<file path="src/transfer_frame_header_parser_macros.svh">
// ----------------------------------------------------------------------------
// Transfer frame header parser assertion macros
// Shared concurrent assertion forms used by the parser's RTL modules.
// ----------------------------------------------------------------------------
`ifndef TRANSFER_FRAME_HEADER_PARSER_MACROS_SVH
`define TRANSFER_FRAME_HEADER_PARSER_MACROS_SVH

// The consequent must hold in the same cycle as the antecedent.
`define TFHP_ASSERT_IMP(label, clk, rst, ante, cons, msg) \
   label: assert property (@(posedge clk) disable iff (rst) (ante) |-> (cons)) \
      else $error(msg);

// The consequent must hold in the cycle after the antecedent.
`define TFHP_ASSERT_NXT(label, clk, rst, ante, cons, msg) \
   label: assert property (@(posedge clk) disable iff (rst) (ante) |=> (cons)) \
      else $error(msg);

`endif

</file>
<file path="src/tfhp_pkg.sv">
// ----------------------------------------------------------------------------
// Transfer frame header parser package
// Types, layout constants and small decode functions shared by the parser.
// ----------------------------------------------------------------------------
package tfhp_pkg;

   // Header layout in bytes.
   localparam int unsigned PRIMARY_BYTES   = 4;
   localparam int unsigned EXT_FIXED_BYTES = 3;
   localparam int unsigned MAX_SEQ_BYTES   = 7;

   // Width of the header size sum and the saturation limit of the data size.
   localparam int unsigned HDR_W    = 17;
   localparam logic [15:0] DATA_MAX = 16'hFFFF;

   // Frame class codes derived from the bypass and command flags.
   typedef enum logic [1:0] {
      CLASS_EXP_PAYLOAD  = 2'd0,
      CLASS_EXP_COMMAND  = 2'd1,
      CLASS_CTRL_PAYLOAD = 2'd2,
      CLASS_RESERVED     = 2'd3
   } svc_class_type;

   // Header fields collected while a frame streams in.
   typedef struct packed {
      logic [31:0] primary_word;
      logic [15:0] length_field;
      logic [7:0]  flag_byte;
      logic [55:0] sequence_accum;
   } frame_fields_type;

   // One parsed result; the first field sits in the highest bits.
   typedef struct packed {
      logic [15:0]     data_size;
      logic [16:0]     frame_length;
      logic [55:0]     sequence_number;
      logic [2:0]      seq_length;
      logic            ocf_flag;
      svc_class_type   svc_class;
      logic            extended;
      logic            is_destination;
      logic [3:0]      map_id;
      logic [5:0]      virtual_channel;
      logic [7:0]      spacecraft_id;
      logic [3:0]      version_number;
   } result_type;

   // Sequence number byte count from the flag byte, clamped to the maximum.
   function automatic logic [2:0] seq_bytes_of(input logic [7:0] flags);
      logic [2:0] n;
      n = flags[2:0];
      if (n > 3'(MAX_SEQ_BYTES)) begin
         n = 3'(MAX_SEQ_BYTES);
      end
      return n;
   endfunction

   // Frame class from the bypass and command flags.
   function automatic svc_class_type class_of(input logic bypass, input logic command);
      svc_class_type cls;
      case ({bypass, command})
         2'b10:   cls = CLASS_EXP_PAYLOAD;
         2'b11:   cls = CLASS_EXP_COMMAND;
         2'b00:   cls = CLASS_CTRL_PAYLOAD;
         default: cls = CLASS_RESERVED;
      endcase
      return cls;
   endfunction

endpackage

</file>
<file path="src/tfhp_capture.sv">
// ----------------------------------------------------------------------------
// Transfer frame header parser field capture
// Holds the byte counter and header fields, and works out their values after
// the current byte.
// ----------------------------------------------------------------------------
`include "transfer_frame_header_parser_macros.svh"

module tfhp_capture #(
   parameter int unsigned MAX_FRAME_BYTES = 65536,
   parameter int unsigned CountW          = $clog2(MAX_FRAME_BYTES + 1)
) (
   input  logic                       clock,
   input  logic                       reset,
   input  logic                       step,
   input  logic [7:0]                 frame_byte,
   input  logic                       last_byte,
   output tfhp_pkg::frame_fields_type fields_next,
   output logic [CountW-1:0]          count_next
);
   import tfhp_pkg::*;

   frame_fields_type  fields_ff;
   logic [CountW-1:0] count_ff;
   logic              ext_prev;
   logic [CountW-1:0] seq_end;

   // Header bytes go to their fields according to their position in the frame.
   always_comb begin
      fields_next = fields_ff;
      ext_prev    = ~fields_ff.primary_word[0];
      seq_end     = CountW'(PRIMARY_BYTES + EXT_FIXED_BYTES)
                    + CountW'(seq_bytes_of(fields_ff.flag_byte));
      if (count_ff < CountW'(PRIMARY_BYTES)) begin
         case (count_ff[1:0])
            2'd0:    fields_next.primary_word[31:24] = frame_byte;
            2'd1:    fields_next.primary_word[23:16] = frame_byte;
            2'd2:    fields_next.primary_word[15:8]  = frame_byte;
            default: fields_next.primary_word[7:0]   = frame_byte;
         endcase
      end else if (ext_prev) begin
         if (count_ff == CountW'(PRIMARY_BYTES)) begin
            fields_next.length_field[15:8] = frame_byte;
         end else if (count_ff == CountW'(PRIMARY_BYTES + 1)) begin
            fields_next.length_field[7:0] = frame_byte;
         end else if (count_ff == CountW'(PRIMARY_BYTES + 2)) begin
            fields_next.flag_byte = frame_byte;
         end else if (count_ff < seq_end) begin
            fields_next.sequence_accum = {fields_ff.sequence_accum[47:0], frame_byte};
         end
      end
   end

   // The byte counter stops at the largest frame size.
   assign count_next = (count_ff == CountW'(MAX_FRAME_BYTES)) ? count_ff
                                                               : count_ff + 1'b1;

   // Frame state is cleared after the final byte of each frame.
   always_ff @(posedge clock) begin
      if (reset) begin
         fields_ff <= '0;
         count_ff  <= '0;
      end else if (step) begin
         if (last_byte) begin
            fields_ff <= '0;
            count_ff  <= '0;
         end else begin
            fields_ff <= fields_next;
            count_ff  <= count_next;
         end
      end
   end

   `TFHP_ASSERT_NXT(a_count_cleared, clock, reset, step && last_byte, count_ff == '0, "byte count not cleared after final byte")
   `TFHP_ASSERT_IMP(a_count_bound, clock, reset, 1'b1, count_ff <= CountW'(MAX_FRAME_BYTES), "byte count beyond frame limit")

endmodule

</file>
<file path="src/tfhp_result.sv">
// ----------------------------------------------------------------------------
// Transfer frame header parser result stage
// Decodes the finished header fields, works out the data size and holds the
// result item until it is taken.
// ----------------------------------------------------------------------------
module tfhp_result #(
   parameter int unsigned MAX_FRAME_BYTES = 65536,
   parameter int unsigned CountW          = $clog2(MAX_FRAME_BYTES + 1)
) (
   input  logic                       clock,
   input  logic                       reset,
   input  logic                       load,
   input  tfhp_pkg::frame_fields_type fields,
   input  logic [CountW-1:0]          total,
   input  logic [15:0]                ins_len,
   input  logic                       rsp_tready,
   output logic                       rsp_tvalid,
   output tfhp_pkg::result_type       result
);
   import tfhp_pkg::*;

   localparam int unsigned SumW = (CountW > HDR_W) ? CountW : HDR_W;

   logic              ext;
   logic [2:0]        nseq;
   logic [HDR_W-1:0]  hdr_size;
   logic [SumW-1:0]   total_ext;
   logic [SumW-1:0]   hdr_ext;
   logic [SumW-1:0]   diff;
   logic [15:0]       data_size;
   result_type        result_in;
   result_type        result_ff;
   logic              valid_ff;

   // Header size and the saturating data size.
   always_comb begin
      ext      = ~fields.primary_word[0];
      nseq     = ext ? seq_bytes_of(fields.flag_byte) : 3'd0;
      hdr_size = HDR_W'(PRIMARY_BYTES);
      if (ext) begin
         hdr_size = hdr_size + HDR_W'(EXT_FIXED_BYTES) + HDR_W'(nseq)
                    + HDR_W'(ins_len);
      end
      total_ext = SumW'(total);
      hdr_ext   = SumW'(hdr_size);
      diff      = total_ext - hdr_ext;
      if (total_ext <= hdr_ext) begin
         data_size = '0;
      end else if (diff > SumW'(DATA_MAX)) begin
         data_size = DATA_MAX;
      end else begin
         data_size = diff[15:0];
      end
   end

   // Field decode; extended-header fields read zero when there is none.
   always_comb begin
      result_in.version_number  = fields.primary_word[31:28];
      result_in.spacecraft_id   = fields.primary_word[19:12];
      result_in.virtual_channel = fields.primary_word[10:5];
      result_in.map_id          = fields.primary_word[4:1];
      result_in.is_destination  = fields.primary_word[11];
      result_in.extended        = ext;
      result_in.data_size       = data_size;
      if (ext) begin
         result_in.svc_class       = class_of(fields.flag_byte[7], fields.flag_byte[6]);
         result_in.ocf_flag        = fields.flag_byte[3];
         result_in.seq_length      = nseq;
         result_in.sequence_number = fields.sequence_accum;
         result_in.frame_length    = {1'b0, fields.length_field} + 17'd1;
      end else begin
         result_in.svc_class       = CLASS_EXP_PAYLOAD;
         result_in.ocf_flag        = 1'b0;
         result_in.seq_length      = 3'd0;
         result_in.sequence_number = '0;
         result_in.frame_length    = '0;
      end
   end

   // Result register and its valid flag.
   always_ff @(posedge clock) begin
      if (reset) begin
         valid_ff <= 1'b0;
      end else if (load) begin
         valid_ff <= 1'b1;
      end else if (rsp_tready) begin
         valid_ff <= 1'b0;
      end
   end

   always_ff @(posedge clock) begin
      if (load) begin
         result_ff <= result_in;
      end
   end

   assign rsp_tvalid = valid_ff;
   assign result     = result_ff;

endmodule

</file>
<file path="src/transfer_frame_header_parser.sv">
// ----------------------------------------------------------------------------
// Transfer frame header parser
// Streams a transfer frame in byte by byte and reports its decoded header.
// ----------------------------------------------------------------------------
// The block takes one frame byte per clock cycle while req_tready is high. Each
// byte is held in an input register and its header field is then captured in
// the field registers; on the byte marked tlast the decoded header leaves
// through the result register. The loop through the byte counter and field
// registers sets the rate of one byte per cycle; input ready drops only while
// a final byte waits behind a result that the downstream side has not yet
// taken. The user must write the insert zone length through the csr port only
// while no frame is in flight; the block itself does not enforce it.
`include "transfer_frame_header_parser_macros.svh"

module transfer_frame_header_parser #(
   parameter int unsigned MAX_FRAME_BYTES = 65536
) (
   input  logic          clock,
   input  logic          reset,
   // Frame bytes: tdata[7:0] frame_byte; tlast is last_byte.
   input  logic          req_tvalid,
   output logic          req_tready,
   input  logic [7:0]    req_tdata,
   input  logic          req_tlast,
   // Results: tdata[3:0] version_number, [11:4] spacecraft_id,
   // [17:12] virtual_channel, [21:18] map_id, [22] is_destination,
   // [23] extended, [25:24] svc_class, [26] ocf_flag,
   // [29:27] seq_length, [85:30] sequence_number, [102:86] frame_length,
   // [118:103] data_size, [119] zero.
   output logic          rsp_tvalid,
   input  logic          rsp_tready,
   output logic [119:0]  rsp_tdata,
   // Insert zone length register.
   input  logic          csr_wr_en,
   input  logic [15:0]   csr_wr_data
);
   import tfhp_pkg::*;

   localparam int unsigned CountW = $clog2(MAX_FRAME_BYTES + 1);

   logic              in_valid_ff;
   logic [7:0]        in_byte_ff;
   logic              in_last_ff;
   logic [15:0]       ins_len_ff;
   logic              advance;
   logic              req_accept;
   frame_fields_type  fields_next;
   logic [CountW-1:0] count_next;
   result_type        result;

   // A held byte moves on unless it ends a frame and the result slot is full and not being taken.
   assign advance    = in_valid_ff && (!in_last_ff || !rsp_tvalid || rsp_tready);
   assign req_tready = !in_valid_ff || advance;
   assign req_accept = req_tvalid && req_tready;

   // Input register.
   always_ff @(posedge clock) begin
      if (reset) begin
         in_valid_ff <= 1'b0;
      end else if (req_accept) begin
         in_valid_ff <= 1'b1;
      end else if (advance) begin
         in_valid_ff <= 1'b0;
      end
   end

   always_ff @(posedge clock) begin
      if (req_accept) begin
         in_byte_ff <= req_tdata;
         in_last_ff <= req_tlast;
      end
   end

   // Insert zone length register.
   always_ff @(posedge clock) begin
      if (reset) begin
         ins_len_ff <= '0;
      end else if (csr_wr_en) begin
         ins_len_ff <= csr_wr_data;
      end
   end

   // Field capture.
   tfhp_capture #(
      .MAX_FRAME_BYTES (MAX_FRAME_BYTES),
      .CountW          (CountW)
   ) u_capture (
      .clock       (clock),
      .reset       (reset),
      .step        (advance),
      .frame_byte  (in_byte_ff),
      .last_byte   (in_last_ff),
      .fields_next (fields_next),
      .count_next  (count_next)
   );

   // Decode and result register.
   tfhp_result #(
      .MAX_FRAME_BYTES (MAX_FRAME_BYTES),
      .CountW          (CountW)
   ) u_result (
      .clock              (clock),
      .reset              (reset),
      .load               (advance && in_last_ff),
      .fields             (fields_next),
      .total              (count_next),
      .ins_len            (ins_len_ff),
      .rsp_tready         (rsp_tready),
      .rsp_tvalid         (rsp_tvalid),
      .result             (result)
   );

   assign rsp_tdata = {1'b0, result};

   `TFHP_ASSERT_NXT(a_final_gives_result, clock, reset, advance && in_last_ff, rsp_tvalid, "final byte did not produce a result")
   `TFHP_ASSERT_NXT(a_no_spurious_result, clock, reset, rsp_tvalid && rsp_tready && !(advance && in_last_ff), !rsp_tvalid, "result appeared without a final byte")

endmodule
</file>
<file path="config.mk">
export PLATFORM = sky130hd
export DESIGN_NAME = transfer_frame_header_parser
export DESIGN_NICKNAME = d
export VERILOG_FILES = /design/src/tfhp_pkg.sv /design/src/tfhp_capture.sv /design/src/tfhp_result.sv /design/src/transfer_frame_header_parser.sv
export VERILOG_INCLUDE_DIRS = /design/src /design/src/src
export SDC_FILE = /design/constraint.sdc
export NUM_CORES = 1
export LEC_CHECK = 0
export BUFFER_PORTS_ARGS = -buffer_cell sky130_fd_sc_hd__buf_2
export CAP_MARGIN = 20
export CELL_PAD_IN_SITES_DETAIL_PLACEMENT = 0
export CELL_PAD_IN_SITES_GLOBAL_PLACEMENT = 1
export CORE_MARGIN = 3
export CORE_UTILIZATION = 30
export DETAILED_ROUTE_END_ITERATION = 16
export PLACE_DENSITY_LB_ADDON = 0.25
export SYNTH_ARGS = -nofsm -noshare
export SYNTH_HDL_FRONTEND = slang
export SYNTH_SLANG_ARGS = --single-unit
export TNS_END_PERCENT = 10
</file>
<file path="constraint.sdc">
create_clock -name clock -period 9.9 [get_ports clock]
set_clock_uncertainty 0.05 [all_clocks]
set_input_delay 1.485 -clock clock [delete_from_list [all_inputs] [get_ports clock]]
set_output_delay 1.485 -clock clock [all_outputs]
set_load 0.05 [all_outputs]
</file>
==> parameters.txt, run 1 <==
Parameter                              Value

Timing
  Pin slew with the least headroom to its limit ... 1110 ps
  Final-report max-slew violation count ... 0
  Setup violation total in the final timing report ... 0
  Final Hold Fails ... 0
  RSZ-0062 raised after global routing ... no
  Share of the cycle needed by the critical path after routing ... 69.1%
  Setup TNS ... 0 ps
  Minimum period implied by the final worst setup slack ... 6840 ps
  Max-slew headroom ... 25.1%
  Fmax ... 0.146 GHz

Synth
  Total of flip-flops plus latches after synthesis ... 265
  Number of flops mapped to enable cells by yosys ... 128
  Post-synthesis cell area ... 0.0124 sq mm
  Count of synthesis-stage warnings from yosys ... 0
  FFs w/ async S/R, synth ... 0%
  Sequential area share after synthesis ... 52.9%
  Distinct cell type count of the synthesized netlist ... 68
  Cells after Synth ... 1,200
  Prevailing post-synth register cell ... dfxtp_1
  Syn nets ... 1,264
  Cell taking the most area after synthesis ... edfxtp_1
  Synthesized area divided by synthesized cell count ... 10.4 sq um
  Cell types occupying the most area after synthesis ... edfxtp_1 (31%), dfxtp_1 (22%), nand2_1 (4.7%), a22o_1 (4.4%), a21oi_1 (3.9%)
  Top cell type's share of synthesized area ... 30.9%

Pwr
  Worst IR Drop VDD ... 137 uV
  Static leakage ... 5.59 nW
  Areal power density over the cells ... 170 mW/mm^2

GRT
  Overall global routing resource usage ... 15.3%
  First-pass GRT wire length ... 53.9 mm
  Via count of the first global-routing pass ... 9,090
  Maximum number of pins on one net before global-route repair ... 78
  Aggregate global routing overflow ... 0
  Antenna violations before repair ... 0

Clock network
  CTS HTree Levels ... 1
  CTS sink cnt ... 265
  Count of cells resized by post-cts repair ... 0
  Number of buffers between clock root and the deepest sink ... 3
  Number of buffers inserted for hold repair after clock tree synthesis ... 0
  Clock latency on the worst-skew pair ... 590 ps
  Cell at the root of the clock tree ... clkbuf_16
  Clock edge transition at the registers on the reported setup and hold paths ... 60 ps
  Post CTS Setup Buffer Count ... 0
  Clock tree from TritonCTS ... done
  Number of clock buffers inserted by TritonCTS ... 31

Critical path
  Critical setup path kind ... flip-flop to flip-flop
  Cell family with the largest share of critical-path delay ... compound AO/OA/AOI/OAI gates
  Worst path max stage delay ... 740 ps
  FF-to-FF setup slack ... 3060 ps
  Buffering stage count on the worst path with inverters included ... 2
  Stages on worst setup path ... 21
  Crit path required time ... 10,160 ps
  Crit Path Max Fanout ... 77
  R2r worst-path depth ... 21
  Most common cell on crit path ... a21oi_1
  Worst-path cell with the longest stage delay ... or4_1
  Critical Path AT ... 7100 ps
  FF-to-FF End ... u_result.result[112]
  Critical Path, Cell by Cell ... nor4_4, nand3_4, or4_1, mux2_4, buf_4, a211oi_1, ha_1, and3_1, a211oi_1, nor2_1, nand3_1, xnor2_1, nand2_1, ha_1, a21oi_1, o21ai_0, a21oi_1, a21boi_0, xor2_1, buf_4, a21oi_1
  Startpoint Class ... flip-flop
  Endpoint type of the worst setup path ... flip-flop
  Startpoint of the lowest-slack register-to-register path ... u_capture.count_ff[11]

Routing
  Total via count in the routed design ... 9,309
  Residual DRC count ... 0
  Avg Vias per Cell ... 4.98
  Detailed-routing iteration count for the pre-antenna-repair pass ... 5
  Average wire length per cell after detail routing ... 18.5 um
  Iteration-0 DRC count of the detailed router ... 638
  Routed WL ... 34.5 mm
  Number of nets still failing antenna checks after routing ... 0

Final layout
  Number of antenna cells inserted ... 0
  Syn-to-layout area delta ... 17.8%
  Number of nets in the layout ... 1,382
  Post-layout instance count excluding filler cells ... 1,868
  Share of the core filled with cells in the final layout ... 36.3%
  Share of post-route cells with drive strength above 1 ... 20.0%

Hold path
  End of the worst hold path ... u_capture.fields_ff[110]
  Class of the worst hold path ... flip-flop to flip-flop
  Hold Startpoint ... u_capture.fields_ff[110]
  Hold Crit Depth ... 2

Placed design
  Number of instances in the placed design ... 1,809
  DP Wirelength ... 23.1 mm
  Port-buffer cells ... 150
  RD Place Congestion ... 0.797

Floorplan
  Placeable core region ... 0.0404 sq mm
  Initial Utilization ... 30.8%
  Cell Rows ... 73
  Number of placed I/O pins ... 152
  Die area ... 0.0440 sq mm
  Horizontal die dimension ... 210 um
  Die height ... 210 um

Status
  Run status ... complete, no violations

Run
  Max capacitance violation total ... 0
-- cells in the final DEF, fill, tap and decap left out, drive strengths merged, types with 31 or more instances in the layout --
| cell type | instances |
|---|---|
| buf | 166 |
| nand2 | 155 |
| dfxtp | 137 |
| edfxtp | 128 |
| nor2 | 113 |
| a21oi | 100 |
| a22o | 63 |
| clkbuf | 44 |
| a22oi | 39 |
| ha | 32 |
| mux2 | 31 |
-- power breakdown --
group / leakage [nW] / total (W) / internal [W] / switching [W]
Clock: 0.511 / 0.00115 / 0.000684 / 0.000468
Combinational: 2.73 / 0.000159 / 0.0000457 / 0.000113
Sequential: 2.35 / 0.00118 / 0.00116 / 0.0000168
Total: 5.59 / 0.00249 / 0.00189 / 0.000598
-- worst register-to-register path, cell delays in order, from the launching register on --
cell,delay (ps)
dfxtp_1,410
nor4_4,430
nand3_4,190
or4_1,740
mux2_4,420
buf_4,380
a211oi_1,430
ha_1,320
and3_1,170
a211oi_1,580
nor2_1,160
nand3_1,130
xnor2_1,120
nand2_1,70
ha_1,240
a21oi_1,250
o21ai_0,170
a21oi_1,280
a21boi_0,270
xor2_1,450
buf_4,260
a21oi_1,80
-- synthesized netlist by cell type, types with 4 or more instances --
master	number
nand2_1	155
dfxtp_1	137
edfxtp_1	128
nor2_1	113
a21oi_1	96
a22o_1	63
clkbuf_1	63
a22oi_1	39
ha_1	32
mux2_2	30
nand3_1	29
xor2_1	29
mux2i_1	28
o21ai_0	27
xnor2_1	26
nor3_1	25
inv_1	19
nand4_1	12
and2_1	9
buf_6	9
o21a_1	8
a21o_1	7
a32oi_1	7
and3_1	7
a211oi_1	6
a31oi_1	6
nor2b_1	6
nor4_1	5
or3_1	5
a21oi_2	4
buf_2	4
nand2b_1	4
-- worst max-delay path by stage --
stage	end	from	slack (ps)
after floorplan	u_result.result[0]	rsp_tready	2570
after detailed placement	u_result.result[117]	u_capture.count_ff[11]	2700
after CTS	u_result.result[117]	u_capture.count_ff[11]	2710
after global routing	u_result.result[112]	u_capture.count_ff[2]	2370
final	u_result.result[112]	u_capture.count_ff[11]	3060
after global placement	u_result.result[117]	u_capture.count_ff[11]	2850
-- flip-flops by register name, summed over array words and instances, names as in the netlist --
register and flops:
u_result.rsp_tvalid 1, in_valid_ff 1, in_byte_ff 8, in_last_ff 1
u_capture.fields_ff 102, u_result.result 119, u_capture.count_ff 17, ins_len_ff 16
-- layer usage --
layer	track usage (%)	up-vias	share of wire [%]
li1	-	4589	-
met3	2.53	38	3.5
met2	23.6	185	45
met5	0	-	0
met4	3.19	0	1.9
met1	22.6	4497	50
-- area by class of cell --
type / instances / area [sq um]
Clock buffer: 44 / 896
Clock inverter: 14 / 144
Fill cell: 4119 / 25700
Inverter: 20 / 75.1
Multi-Input combinational cell: 834 / 5430
Sequential cell: 265 / 6590
Tap cell: 525 / 657
Timing Repair Buffer: 166 / 871
-- stage by stage --
stage	setup WS [ps]	total power [W]	area (sq um)	hold slack (ps)
detailed placement	2700	0.00136	13600	397
floorplan	2570	0.00131	12400	379
global placement	2850	0.00136	13600	387
CTS	2710	0.00253	14600	406
finish	3060	0.00249	14700	402
global route	2370	0.00259	14700	437
-- logic make-up after synthesis --
group	synth area share, %
multiplexers	5.09
XOR/XNOR	3.87
buffers and inverters	3.72
AO/OA/AOI/OAI	15.8
adder cells (fa/ha/maj)	3.54
AND/OR/NAND/NOR	15.0
flip-flops	52.9
other	0.0301
Note: power is estimated with default switching activity, not from simulation.
==> inputs of run 2 (changes only) <==
- clock period: 9.9 -> 6.95 ns (I/O delays scaled with it)
==> parameters.txt, run 2 (synthesis results as in run 1) <==
Parameter                              Value

Final layout
  Syn-to-layout area delta ... 18.2%
  FF/Latch Area ... 0.00659 sq mm (unchanged)
  Share of post-route cells with drive strength above 1 ... 20.2% (+0.24 points)
  Commonest non-fill, non-tap cell in the layout ... nand2_1
  Number of antenna cells inserted ... 0 (unchanged)
  Number of nets in the layout ... 1,386 (+0.29%)
  Share of the core filled with cells in the final layout ... 36.4% (+0.13 points)
  Multi-input logic area ... 0.00543 sq mm (about the same)
  Number of flip-flops in the largest register ... 119 (unchanged)
  Count of filler cells inserted in the layout ... 4,121 (+0.049%)
  Commonest cells after routing, fill and taps aside ... nand2_1 (155), buf_2 (150), dfxtp_1 (137)

Clock network
  Clock edge transition at the registers on the reported setup and hold paths ... 60 ps (about the same)
  Clock latency on the worst-skew pair ... 580 ps (about the same)
  Post CTS Setup Buffer Count ... 0 (unchanged)
  CTS HTree Levels ... 1 (unchanged)
  CTS sink cnt ... 265 (unchanged)
  Clock tree from TritonCTS ... done
  Cell at the root of the clock tree ... clkbuf_16
  Number of clock buffers inserted by TritonCTS ... 31 (unchanged)
  Number of buffers between clock root and the deepest sink ... 3 (unchanged)

Routing
  Iteration-0 DRC count of the detailed router ... 553 (-13%)
  Number of nets still failing antenna checks after routing ... 0 (unchanged)
  Routed WL ... 34.5 mm (about the same)
  Residual DRC count ... 0 (unchanged)
  Total via count in the routed design ... 9,293 (-0.17%)
  Average wire length per cell after detail routing ... 18.4 um (-0.13%)
  Detailed-routing iteration count for the pre-antenna-repair pass ... 5 (unchanged)
  Avg Vias per Cell ... 4.96 (-0.39%)

Pwr
  Static leakage ... 5.62 nW (+0.49%)
  Internal power component ... 0.00272 W (+43%)
  Part of the total power dissipated in the clock network ... 46.7% (+0.4 points)
  Comb pwr share ... 6.3% (about the same)
  Sequential cell fraction of total power ... 47.0% (-0.3 points)
  Net switching component of the power ... 0.000862 W (+44%)
  Switching power share of the total ... 24.1% (+0.078 points)
  Worst IR Drop VDD ... 170 uV (+24%)
  Areal power density over the cells ... 243 mW/mm^2 (+43%)

Critical path
  Buffering stage count on the worst path with inverters included ... 4 (+2)
  Cell family with the largest share of critical-path delay ... simple AND/OR/NAND/NOR gates
  Crit Path Max Fanout ... 16 (-79%)
  Critical Path AT ... 6690 ps (-410 ps)
  Critical setup path kind ... flip-flop to flip-flop
  Worst-path cell with the longest stage delay ... or4_1
  Startpoint Class ... flip-flop
  Endpoint type of the worst setup path ... flip-flop
  Critical Path, Cell by Cell ... nor4_4, nand3_4, or4_1, mux2_4, nor2_1, inv_1, ha_1, inv_1, fa_1, and3_1, a211oi_1, buf_4, nor2_1, nand3_1, xnor2_1, nand2_1, ha_1, a21oi_1, nand3b_1, or4_1, o221a_2, o31ai_1, buf_4, a311oi_1
  Crit path required time ... 7210 ps (-2950 ps)
  Worst path max stage delay ... 760 ps (+20 ps)

Placed design
  RD Place Congestion ... 0.799 (+0.19%)
  DP Wirelength ... 23.3 mm (+0.81%)
  Setup slack at placement ... 454 ps (-2240 ps)
  Port-buffer cells ... 150 (unchanged)

Timing
  Final Hold Fails ... 0 (unchanged)
  Setup violation total in the final timing report ... 0 (unchanged)
  Share of the cycle needed by the critical path after routing ... 92.5% (+23 points)
  Minimum period implied by the final worst setup slack ... 6430 ps (-412 ps)
  RSZ-0062 raised after global routing ... no
  Final-report max-slew violation count ... 0 (unchanged)
  Final hold slack ... 410 ps (+8.11 ps)
  Fmax ... 0.156 GHz (+6.4%)
  Worst Slack Setup Final ... 521 ps (-2540 ps)
  Setup TNS ... 0 ps (unchanged)
  Pin slew with the least headroom to its limit ... 1040 ps (-73.6 ps)
  Max-slew headroom ... 30.0% (+4.9 points)

Status
  Run status ... complete, no violations

Floorplan
  Horizontal die dimension ... 210 um (unchanged)
  Initial Utilization ... 30.8% (unchanged)
  Placeable core region ... 0.0404 sq mm (unchanged)
  Cell Rows ... 73 (unchanged)
  Die height ... 210 um (unchanged)
  Number of placed I/O pins ... 152 (unchanged)
  Die area ... 0.0440 sq mm (unchanged)

GRT
  Overall global routing resource usage ... 15.3% (about the same)
  Antenna violations before repair ... 0 (unchanged)
  Aggregate global routing overflow ... 0 (unchanged)
  First-pass GRT wire length ... 54.1 mm (+0.28%)
  Via count of the first global-routing pass ... 9,161 (+0.78%)
  Maximum number of pins on one net before global-route repair ... 96 (+23%)

Hold path
  Class of the worst hold path ... flip-flop to flip-flop

Run
  Max capacitance violation total ... 0 (unchanged)
==> run 2: cell count changes in the layout (fill, tap and decap cells not counted), sizes merged <==
cell      delta
bufinv       +2
inv          -2
clkinvlp     -1
clkbuf       -6
clkinv       +7
buf          +4
==> run 2: tightest hold or removal path, delay by kind of cell, from the launching register on <==
family	cells	cell delay [ps]
compound gates	1	50
flops	1	310
simple gates	1	50
==> run 2: stage by stage <==
step                power [W]  instances  cell area, sq um
floorplan             0.00187       1200             12400
global placement      0.00194       1814             13700
detailed placement    0.00194       1814             13700
CTS                   0.00363       1872             14700
global route          0.00372       1872             14700
finish                0.00358       1872             14700
==> run 2: power groups by stage <==
stage,clock network (W),registers [W],logic [W]
final,0.00167,0.00168,0.000225
after global routing,0.00179,0.00169,0.000246
after floorplan,0,0.00175,0.000118
after global placement,0,0.00172,0.000227
after detailed placement,0,0.00172,0.000227
after CTS,0.00172,0.00168,0.000228
==> run 2: what timing repair did <==
item / CTS / global route
hold endpoints to repair: 0 / 0
resized for setup: 0 / 1
setup endpoints to repair: 0 / 16
hold buffers: 0 / 0
==> run 2: path summary, 6_finish.rpt <==
kind	end	slack (ps)	cells after the start	from
worst max-delay path	u_result.result[111]	520	24	u_capture.count_ff[11]
worst min-delay path	u_capture.fields_ff[110]	410	2	u_capture.fields_ff[110]
worst max register to register	u_result.result[111]	520	24	u_capture.count_ff[11]
worst min register to register	u_capture.fields_ff[110]	410	2	u_capture.fields_ff[110]
==> run 2: layout make-up <==
type | instances | area share (%)
inverters | 20 | 0.510
repair buffers | 170 | 6.21
multi-input cells | 834 | 36.9
well taps | 525 | 4.47
clock buffers | 38 | 5.60
flip-flops and latches | 265 | 44.8
clock inverters | 20 | 1.51
==> run 2: routing by layer <==
metal	global-route usage, %	share of wire, %	up-vias
li1	-	-	4604
met1	22.1	49	4484
met2	24.0	45	171
met3	2.74	4.6	34
met4	3.16	1.6	0
met5	0	0	-
